<file path="config.mk">
export PLATFORM = sky130hd
export DESIGN_NAME = fraction_to_mixed_number
export DESIGN_NICKNAME = d
export VERILOG_FILES = /design/src/rtl/ftm_pkg.sv /design/src/rtl/ftm_divider.sv /design/src/rtl/fraction_to_mixed_number.sv
export SDC_FILE = /design/constraint.sdc
export NUM_CORES = 1
export LEC_CHECK = 0
export ABC_AREA = 1
export BUFFER_PORTS_ARGS = -buffer_cell sky130_fd_sc_hd__buf_2
export CAP_MARGIN = 10
export CORE_MARGIN = 2
export CORE_UTILIZATION = 40
export CTS_CLUSTER_SIZE = 24
export DETAILED_ROUTE_END_ITERATION = 8
export GPL_TIMING_DRIVEN = 0
export MAX_ROUTING_LAYER = met4
export PLACE_DENSITY = 0.61
export SLEW_MARGIN = 20
export SYNTH_ARGS = -nofsm -noshare
export SYNTH_HDL_FRONTEND = slang
export SYNTH_HIERARCHICAL = 1
export SYNTH_SLANG_ARGS = --single-unit
</file>
<file path="constraint.sdc">
create_clock -name clk_i -period 9.8 [get_ports clk_i]
set_input_delay 1.47 -clock clk_i [delete_from_list [all_inputs] [get_ports clk_i]]
set_output_delay 1.47 -clock clk_i [all_outputs]
set_load 0.1 [all_outputs]
</file>
<file path="src/rtl/ftm_pkg.sv">
// ----------------------------------------------------------------------------
// ftm_pkg
// Shared types for the fraction reducer: divider request and status words.
// ----------------------------------------------------------------------------
`default_nettype none

package ftm_pkg;

  typedef struct packed {
    logic start;
  } div_ctrl_t;

  typedef struct packed {
    logic done;
  } div_stat_t;

endpackage

`default_nettype wire

</file>
<file path="src/rtl/ftm_divider.sv">
// ----------------------------------------------------------------------------
// ftm_divider
// Restoring bit-serial divider, one quotient bit per cycle.
// ----------------------------------------------------------------------------
`default_nettype none

module ftm_divider #(
  parameter int unsigned DATA_WIDTH = 32
) (
  input  wire logic                  clk_i,
  input  wire logic                  rst_ni,
  input  wire ftm_pkg::div_ctrl_t    ctrl_i,
  input  wire logic [DATA_WIDTH-1:0] dividend_i,
  input  wire logic [DATA_WIDTH-1:0] divisor_i,
  output ftm_pkg::div_stat_t         stat_o,
  output logic      [DATA_WIDTH-1:0] quotient_o,
  output logic      [DATA_WIDTH-1:0] remainder_o
);

  localparam int unsigned CntW = $clog2(DATA_WIDTH + 1);

  logic [DATA_WIDTH-1:0] q_q, q_d, dvs_q, dvs_d;
  logic [DATA_WIDTH:0]   r_q, r_d, trial;
  logic [CntW-1:0]       cnt_q, cnt_d;
  logic                  run_q, run_d, done_q, done_d;

  always_comb begin
    trial = {r_q[DATA_WIDTH-1:0], q_q[DATA_WIDTH-1]} - {1'b0, dvs_q};
    q_d = q_q;
    r_d = r_q;
    dvs_d = dvs_q;
    cnt_d = cnt_q;
    run_d = run_q;
    done_d = 1'b0;
    if (ctrl_i.start) begin
      q_d = dividend_i;
      r_d = '0;
      dvs_d = divisor_i;
      cnt_d = CntW'(DATA_WIDTH);
      run_d = 1'b1;
    end else if (run_q) begin
      if (trial[DATA_WIDTH]) begin
        r_d = {r_q[DATA_WIDTH-1:0], q_q[DATA_WIDTH-1]};
        q_d = {q_q[DATA_WIDTH-2:0], 1'b0};
      end else begin
        r_d = trial;
        q_d = {q_q[DATA_WIDTH-2:0], 1'b1};
      end
      cnt_d = cnt_q - 1'b1;
      if (cnt_q == CntW'(1)) begin
        run_d = 1'b0;
        done_d = 1'b1;
      end
    end
  end

  always_ff @(posedge clk_i or negedge rst_ni) begin
    if (!rst_ni) begin
      run_q <= 1'b0;
      done_q <= 1'b0;
      cnt_q <= '0;
    end else begin
      run_q <= run_d;
      done_q <= done_d;
      cnt_q <= cnt_d;
    end
  end

  always_ff @(posedge clk_i) begin
    q_q <= q_d;
    r_q <= r_d;
    dvs_q <= dvs_d;
  end

  assign stat_o.done = done_q;
  assign quotient_o = q_q;
  assign remainder_o = r_q[DATA_WIDTH-1:0];

  a_done_after_run: assert property (@(posedge clk_i) disable iff (!rst_ni)
    done_q |-> !run_q) else $error("done while running");
  a_done_single: assert property (@(posedge clk_i) disable iff (!rst_ni)
    done_q |=> !done_q) else $error("done held");
  a_run_count: assert property (@(posedge clk_i) disable iff (!rst_ni)
    run_q |-> (cnt_q != '0)) else $error("running with empty count");

endmodule

`default_nettype wire

</file>
<file path="src/rtl/fraction_to_mixed_number.sv">
// ----------------------------------------------------------------------------
// fraction_to_mixed_number
// Reduces a fraction by its gcd and splits it into whole part and remainder.
// ----------------------------------------------------------------------------
// Steps: Euclid divisions until a zero remainder, then three more divisions
// (numerator and denominator by the gcd, then the split); a zero
// denominator strobes the next cycle. One word at a time: busy stays high
// until the result strobe. All divisions share one bit-serial divider.
// Reset clears the controller; the receiver cannot stall.
`default_nettype none

module fraction_to_mixed_number #(
  parameter int unsigned DATA_WIDTH = 32
) (
  input  wire logic                  clk_i,
  input  wire logic                  rst_ni,
  input  wire logic                  start,
  output logic                       busy,
  input  wire logic [DATA_WIDTH-1:0] numerator_i,
  input  wire logic [DATA_WIDTH-1:0] denominator_i,
  output logic                       valid_o,
  output logic      [DATA_WIDTH-1:0] whole_part_o,
  output logic      [DATA_WIDTH-1:0] remainder_numerator_o,
  output logic      [DATA_WIDTH-1:0] reduced_denominator_o,
  output logic      [DATA_WIDTH-1:0] common_factor_o,
  output logic                       invalid_o
);

  typedef enum logic [2:0] {
    S_IDLE, S_GCD, S_DIVN, S_DIVD, S_SPLIT
  } state_e;

  state_e state_q;
  logic [DATA_WIDTH-1:0] num_q, den_q, x_q, y_q, rn_q, rd_q;
  logic [DATA_WIDTH-1:0] dividend, divisor, quo, rem;
  ftm_pkg::div_ctrl_t dctl;
  ftm_pkg::div_stat_t dst;
  logic go_q;

  assign busy = (state_q != S_IDLE);
  assign dctl.start = go_q;

  always_comb begin
    unique case (state_q)
      S_DIVN:  begin dividend = num_q; divisor = x_q; end
      S_DIVD:  begin dividend = den_q; divisor = x_q; end
      S_SPLIT: begin dividend = rn_q;  divisor = rd_q; end
      default: begin dividend = x_q;   divisor = y_q; end
    endcase
  end

  ftm_divider #(.DATA_WIDTH(DATA_WIDTH)) u_div (
    .clk_i, .rst_ni, .ctrl_i(dctl), .dividend_i(dividend), .divisor_i(divisor),
    .stat_o(dst), .quotient_o(quo), .remainder_o(rem)
  );

  always_ff @(posedge clk_i or negedge rst_ni) begin
    if (!rst_ni) begin
      state_q <= S_IDLE;
      go_q <= 1'b0;
      valid_o <= 1'b0;
    end else begin
      go_q <= 1'b0;
      valid_o <= 1'b0;
      unique case (state_q)
        S_IDLE: if (start) begin
          num_q <= numerator_i;
          den_q <= denominator_i;
          x_q <= numerator_i;
          y_q <= denominator_i;
          if (denominator_i == '0) begin
            valid_o <= 1'b1;
            invalid_o <= 1'b1;
            whole_part_o <= '0;
            remainder_numerator_o <= '0;
            reduced_denominator_o <= '0;
            common_factor_o <= '0;
          end else begin
            state_q <= S_GCD;
            go_q <= 1'b1;
          end
        end
        S_GCD: if (dst.done) begin
          x_q <= y_q;
          y_q <= rem;
          go_q <= 1'b1;
          if (rem == '0) begin
            x_q <= y_q;
            state_q <= S_DIVN;
          end
        end
        S_DIVN: if (dst.done) begin
          rn_q <= quo;
          state_q <= S_DIVD;
          go_q <= 1'b1;
        end
        S_DIVD: if (dst.done) begin
          rd_q <= quo;
          state_q <= S_SPLIT;
          go_q <= 1'b1;
        end
        S_SPLIT: if (dst.done) begin
          state_q <= S_IDLE;
          valid_o <= 1'b1;
          invalid_o <= 1'b0;
          whole_part_o <= quo;
          remainder_numerator_o <= rem;
          reduced_denominator_o <= rd_q;
          common_factor_o <= x_q;
        end
        default: state_q <= S_IDLE;
      endcase
    end
  end

  a_gcd_nonzero: assert property (@(posedge clk_i) disable iff (!rst_ni)
    (state_q == S_DIVN) |-> (x_q != '0)) else $error("zero gcd");
  a_strobe_idle: assert property (@(posedge clk_i) disable iff (!rst_ni)
    valid_o |-> !busy) else $error("strobe while busy");
  a_accept_busy: assert property (@(posedge clk_i) disable iff (!rst_ni)
    (start && !busy && denominator_i != '0) |=> busy) else $error("not busy");

endmodule

`default_nettype wire
</file>
==> results.json, run 1 <==
{
  "status": "completed",
  "stdcell_count": 3134,
  "grt_pass1_wl_um": 92600,
  "synth-edff-count": 385,
  "syn_area_per_cell_um2": 9.34,
  "port_buffers": 197,
  "cts_setup_buffers": 0,
  "tns_ns": 0,
  "syn_nets": 2254,
  "cts_root_buf": "clkbuf_16",
  "cts_htree_levels": 2,
  "routed_wl_um": 62200,
  "max_freq_ghz": 0.292,
  "grt_pass1_vias": 15200,
  "min_path_type": "register to register",
  "dieArea_um2": 52100,
  "final_cell_mix": "nand2_1 (767), edfxtp_1 (385), inv_1 (349)",
  "io_pins": 198,
  "power.share.combinational_pct": 49.5,
  "fill_cells": 4755,
  "finalHoldViolations": 0,
  "ir_drop_mv": 0.173,
  "gp_congestion": 0.908,
  "fp.dieH_um": 228,
  "final_nets": 2526,
  "p_clk_share_pct": 18.2,
  "arrival_ns": 1.95,
  "p_int_w": 0.00486,
  "p_per_area_nw_per_um2": 390,
  "cts_sinks": 430,
  "yosysWarnings": 6,
  "postSynthCellCount": 2152,
  "drtAntennaViolNets": 0,
  "drt-initial-drc-count": 1626,
  "numCtsBuffers": 44,
  "syn_area_um2": 20100,
  "finalCritPeriodShare_pct": 34.9,
  "maxSlewViolCount": 0,
  "path_clk_slew_ns": 0.07,
  "crit_path_max_fanout": 5,
  "synth_cell_types": 43,
  "synth_xor_xnor_area_share_pct": 0.654,
  "max-cap-violations": 0,
  "cts_resized": 0,
  "skew_ns": 0.0241,
  "initial_core_util_pct": 40.3,
  "cts_tree": "yes",
  "synthAdderAreaFrac_pct": 2.22,
  "crit_type": "register to output pin",
  "worstSkewPairLatency_ns": 0.58,
  "max_slew_margin_pct": 34.1,
  "seq_area_frac_synth_pct": 62.3,
  "final_common_cell": "nand2_1",
  "grt_max_degree": 26,
  "synth_top_family_by_area": "simple AND/OR/NAND/NOR gates",
  "muxShareOfSynthArea_pct": 0,
  "die_w_um": 228,
  "seqPwrFrac_pct": 32.3,
  "syn2layout_area_growth_pct": 18.4,
  "synth-seq-cells": 430,
  "power.leakage_nw": 10.8,
  "grt_use_total_pct": 24.5,
  "endpoint_kind": "output pin",
  "antenna_found_initial": 5,
  "core_area_um2": 49900,
  "wl_per_cell_um": 19.8,
  "drc": 0,
  "ys.flop_type": "edfxtp_1",
  "synthArstFlopShare_pct": 3.02,
  "critPathRequiredTime_ns": 8.33,
  "dr.pass1.iters": 7,
  "synth_compound_area_share_pct": 3.69,
  "switchingPower_w": 0.00443,
  "placedCellCount": 3050,
  "finalSetupViolCount": 0,
  "synth-simple-area-share_pct": 22.8,
  "p_sw_share_pct": 47.7,
  "std_cell_rows": 82,
  "worstSetupStartpointType": "register",
  "overflow": 0,
  "fin_crit_ns": 3.42,
  "worstMarginPinSlew_ns": 0.989,
  "vias": 15500,
  "viasPerCell": 4.95,
  "ctsHoldBuffers": 0,
  "dp_hpwl_um": 47700,
  "cts.path.max_buffers": 3,
  "rsz0062_at_grt": "no",
  "drive_gt1_share_pct": 14.8
}
==> per-stage QoR <==
stage | hold slack [ns] | power, W | utilization (%) | setup slack [ns] | instance area [µm²]
2_1_floorplan | 0.459 | 0.00618 | - | 2.30 | 20100
3_3_place_gp | 0.485 | 0.00750 | 44.0 | -0.337 | 21900
3_5_place_dp | 0.483 | 0.00759 | 44.9 | 5.85 | 22400
4_1_cts | 0.496 | 0.00929 | 47.7 | 6.39 | 23800
5_1_grt | 0.527 | 0.00987 | 47.7 | 6.18 | 23800
6_report | 0.505 | 0.00928 | 47.7 | 6.38 | 23800
==> layout make-up <==
class	instances	area, µm²	area share [%]
Buffer	66	335	1.41
Antenna cell	2	5.00	0.0210
Tap cell	672	841	3.53
Clock inverter	29	267	1.12
Inverter	358	1340	5.65
Clock buffer	53	1160	4.86
Sequential cell	430	12500	52.7
Timing Repair Buffer	226	1390	5.83
Multi-Input combinational cell	1298	5930	24.9
==> critical path, cell delays in order, from the launching register on <==
cell and delay, ns:
dfrtp_1 0.45, nor2_2 0.15, inv_2 0.09, nor2_1 0.22, inv_1 0.13, buf_2 0.33
==> registers in the layout, indices dropped and copies added (netlist names), 32 cells and up <==
name	flops
y_q	32
rn_q	32
x_q	32
whole_part_o	32
u_div/dvs_q	32
remainder_numerator_o	32
num_q	32
den_q	32
u_div/r_q	32
rd_q	32
u_div/quotient_o	32
common_factor_o	32
reduced_denominator_o	32
==> per-layer routing <==
metal,up-vias,track usage [%],share of wire [%]
met2,599,39.8,48
met4,0,8.05,3.1
li1,7445,-,-
met1,7364,31.4,42
met5,-,-,0
met3,105,3.81,7.1
==> worst paths after layout <==
path                            endpoint  slack (ns)  cells past startpoint                 start
min in group asynchronous        valid_o        0.79                      1                rst_ni
min                        u_div/r_q[19]        0.50                      2         u_div/r_q[19]
max                                 busy        6.38                      5            state_q[0]
min reg2reg                u_div/r_q[19]        0.50                      2         u_div/r_q[19]
max in group asynchronous           dctl        8.73                      1                rst_ni
max reg2reg                u_div/r_q[20]        6.82                     18  u_div/quotient_o[31]
==> Yosys cell counts, drive strengths merged (2+ instances only) <==
| cell type | n | share of area (%) |
|---|---|---|
| a21oi | 24 | 0.60 |
| and2 | 6 | 0.19 |
| buf | 35 | 1.1 |
| clkbuf | 30 | 0.56 |
| clkinv | 4 | 0.075 |
| dfrtp | 13 | 1.6 |
| dfxtp | 32 | 3.2 |
| edfxtp | 385 | 58 |
| ha | 34 | 2.1 |
| inv | 354 | 6.6 |
| nand2 | 781 | 15 |
| nand3 | 66 | 1.7 |
| nand4 | 36 | 1.1 |
| nor2 | 227 | 4.4 |
| nor3 | 12 | 0.32 |
| nor4 | 2 | 0.062 |
| o2111ai | 8 | 0.35 |
| o21ai | 46 | 1.2 |
| o21bai | 2 | 0.075 |
| o221ai | 32 | 1.4 |
| xnor2 | 12 | 0.52 |
| xor2 | 3 | 0.13 |
==> power groups by stage <==
stage / clock network [W] / registers, W / logic [W]
floorplan: 0 / 0.00369 / 0.00249
global placement: 0 / 0.00310 / 0.00440
detailed placement: 0 / 0.00303 / 0.00456
CTS: 0.00171 / 0.00300 / 0.00458
global route: 0.00178 / 0.00305 / 0.00505
finish: 0.00169 / 0.00300 / 0.00459
==> logic make-up (layout without fill, tap and decap cells) <==
group | Yosys count | count (layout)
other | 0 | 2
adder cells (fa/ha/maj) | 35 | 35
flip-flops | 430 | 430
AO/OA/AOI/OAI | 115 | 115
XOR/XNOR | 15 | 15
buffers and inverters | 424 | 732
AND/OR/NAND/NOR | 1133 | 1133
Power figures use the tool's default switching activity.
==> run 2: changes to the inputs <==
- ABC_AREA: 1 -> 0
- PLACE_DENSITY: 0.61 -> 0.59
- clock period: 9.8 -> 3.2 ns (I/O delays scaled with it)
==> results.json, run 2 <==
{
  "yosys-top-cells-area": "edfxtp_1 (60%), mux2_2 (4.8%), and3_1 (4.4%)",
  "viasPerCell": 5.86,
  "stdcell_count": 2290,
  "reg2reg_from": "u_div/r_q[11]",
  "postSynthCellCount": 1370,
  "fill_cells": 4238,
  "met2_usage_pct": 39.3,
  "crit_path_max_fanout": 8,
  "final_area_um2": 23100,
  "io_pins": 198,
  "grt_pass1_wl_um": 88400,
  "synth_top_area_share_pct": 59.8,
  "synth_common_cells": "edfxtp_1 (385), and3_1 (137), mux2_2 (83), nor2_1 (71), nand2_1 (66)",
  "overflow": 0,
  "syn_area_um2": 19300,
  "antennaDiodeCount": 0,
  "fin_crit_ns": 3.18,
  "cts_htree_levels": 2,
  "critPathRequiredTime_ns": 3.67,
  "worstSkewPairLatency_ns": 0.60,
  "synth-seq-cells": 430,
  "die_w_um": 224,
  "finalHoldViolations": 0,
  "final_cell_mix": "edfxtp_1 (385), buf_2 (210), and3_1 (136)",
  "dieArea_um2": 50100,
  "finalCritPeriodShare_pct": 99.5,
  "cts.path.max_buffers": 3,
  "vias": 13400,
  "skew_ns": 0.0328,
  "synth-edff-count": 385,
  "antenna_found_initial": 1,
  "cts_root_buf": "clkbuf_16",
  "grtUsageMet3_pct": 3.83,
  "fin_util_pct": 48.3,
  "min_path_type": "input port to register",
  "ir_drop_mv": 0.417,
  "crit_type": "register to register",
  "rrSetupSlack_ns": 0.02,
  "yosysWarnings": 6,
  "path_clk_slew_ns": 0.06,
  "drt-initial-drc-count": 1569,
  "fp.dieH_um": 224,
  "initial_core_util_pct": 40.5,
  "grtUsageMet1_pct": 34.0,
  "drc": 0,
  "p_per_area_nw_per_um2": 488,
  "reg2reg_to": "u_div/r_q[11]",
  "yosysTopAreaCell": "edfxtp_1",
  "endpoint_kind": "register",
  "syn_area_per_cell_um2": 14.1,
  "reg2reg_depth": 12,
  "grt_pass1_vias": 13200,
  "rsz0062_at_grt": "yes",
  "grt.busiest_layer": "met2",
  "core_area_um2": 47700,
  "synthArstFlopShare_pct": 3.02,
  "arrival_ns": 3.65,
  "gp_congestion": 0.915,
  "fin_hold_ws_ns": 0.0842,
  "placed_cell_area_um2": 21400,
  "max_freq_ghz": 0.314,
  "worstMarginPinSlew_ns": 0.997,
  "std_cell_rows": 80,
  "ys.flop_type": "edfxtp_1",
  "min_from": "numerator_i[9]",
  "synth_cell_types": 80,
  "maxSlewViolCount": 0,
  "holdPathEnd": "num_q[9]",
  "dr.pass1.iters": 5,
  "min_path_cells": 1,
  "syn2layout_area_growth_pct": 19.5,
  "drtAntennaViolNets": 0,
  "final_common_cell": "edfxtp_1",
  "wl_per_cell_um": 27.0,
  "cts_sinks": 430,
  "routed_wl_um": 61800,
  "worstSetupStartpointType": "register",
  "seq_area_frac_synth_pct": 64.8,
  "max-cap-violations": 0,
  "numCtsBuffers": 46,
  "finalSetupViolCount": 0,
  "status": "completed",
  "final_nets": 1741,
  "syn_nets": 1472,
  "grt_use_total_pct": 25.1,
  "tns_ns": 0,
  "grt_max_degree": 35,
  "port_buffers": 197,
  "placedCellCount": 2195,
  "drive_gt1_share_pct": 29.0,
  "max_slew_margin_pct": 33.5,
  "power.leakage_nw": 9.86,
  "yosysMostFrequentCell": "edfxtp_1",
  "cts_tree": "yes",
  "dp_hpwl_um": 44400
}
==> run 2: routing by layer <==
| layer | wire length, µm | up-vias |
|---|---|---|
| li1 | - | 5876 |
| met1 | 27000 | 6830 |
| met2 | 28900 | 613 |
| met3 | 4300 | 91 |
| met4 | 1590 | 0 |
| met5 | 0 | - |
==> run 2: layout make-up <==
| cell class | instances | area, µm² | share of cell area (%) |
|---|---|---|---|
| plain buffers | 88 | 489 | 2.12 |
| clock buffers | 64 | 1240 | 5.37 |
| clock inverters | 20 | 153 | 0.661 |
| inverters | 45 | 171 | 0.743 |
| multi-input cells | 807 | 6310 | 27.3 |
| flip-flops and latches | 430 | 12500 | 54.3 |
| well taps | 615 | 769 | 3.33 |
| repair buffers | 221 | 1410 | 6.12 |
==> run 2: worst max-delay path by stage <==
stage                               startpoint                        end  cells after the start
after floorplan               denominator_i[0]         common_factor_o[0]                      5
after global placement              state_q[0]  remainder_numerator_o[10]                      5
after detailed placement  u_div/quotient_o[31]               u_div/r_q[1]                     13
after CTS                 u_div/quotient_o[31]              u_div/r_q[14]                     13
after global routing             u_div/r_q[11]              u_div/r_q[11]                     12
final                            u_div/r_q[11]              u_div/r_q[11]                     12
==> run 2: report_power, final <==
group,total [W],switching (W),internal [W],leakage (nW)
logic,0.000158,0.0000934,0.0000649,4.87
clock network,0.00504,0.00224,0.00280,0.676
registers,0.00608,0.0000226,0.00606,4.31
total,0.0113,0.00235,0.00892,9.86
==> run 2: worst max-delay path, cell delays in order (launching register included) <==
cell	delay [ns]
dfxtp_1	0.61
ha_1	0.21
clkbuf_2	0.17
nand4_1	0.19
nor3_2	0.33
o211ai_4	0.15
a211oi_4	0.36
nor2_2	0.09
o211ai_4	0.25
buf_8	0.20
clkbuf_16	0.16
mux2i_1	0.07
a211oi_1	0.28
==> run 2: cell families (layout without fill, tap and decap cells) <==
logic type	after synthesis	in the layout	share of synthesized area [%]
compound gates	219	219	9.22
simple gates	373	373	10.5
flops	430	430	64.8
buf+inv	133	438	3.37
xor+xnor	28	28	1.27
fa+ha+maj	35	35	2.31
mux	152	152	8.50
==> run 2: through the flow <==
step | power [W] | worst slack [ns]
after detailed placement | 0.00635 | -0.483
after global placement | 0.00635 | -1.81
final | 0.0113 | 0.0174
after CTS | 0.0113 | 0.0184
after global routing | 0.0116 | -0.0598
after floorplan | 0.00624 | -0.398
==> run 2: timing repair <==
item | 4_1_cts | 5_1_grt
setup buffers | 8 | 1
endpoints found under the hold margin | 13 | 0
resized for setup | 12 | 21
hold buffers | 1 | 0
endpoints found under the setup margin | 86 | 29
pin swaps | 10 | 12
gates cloned | 0 | 2
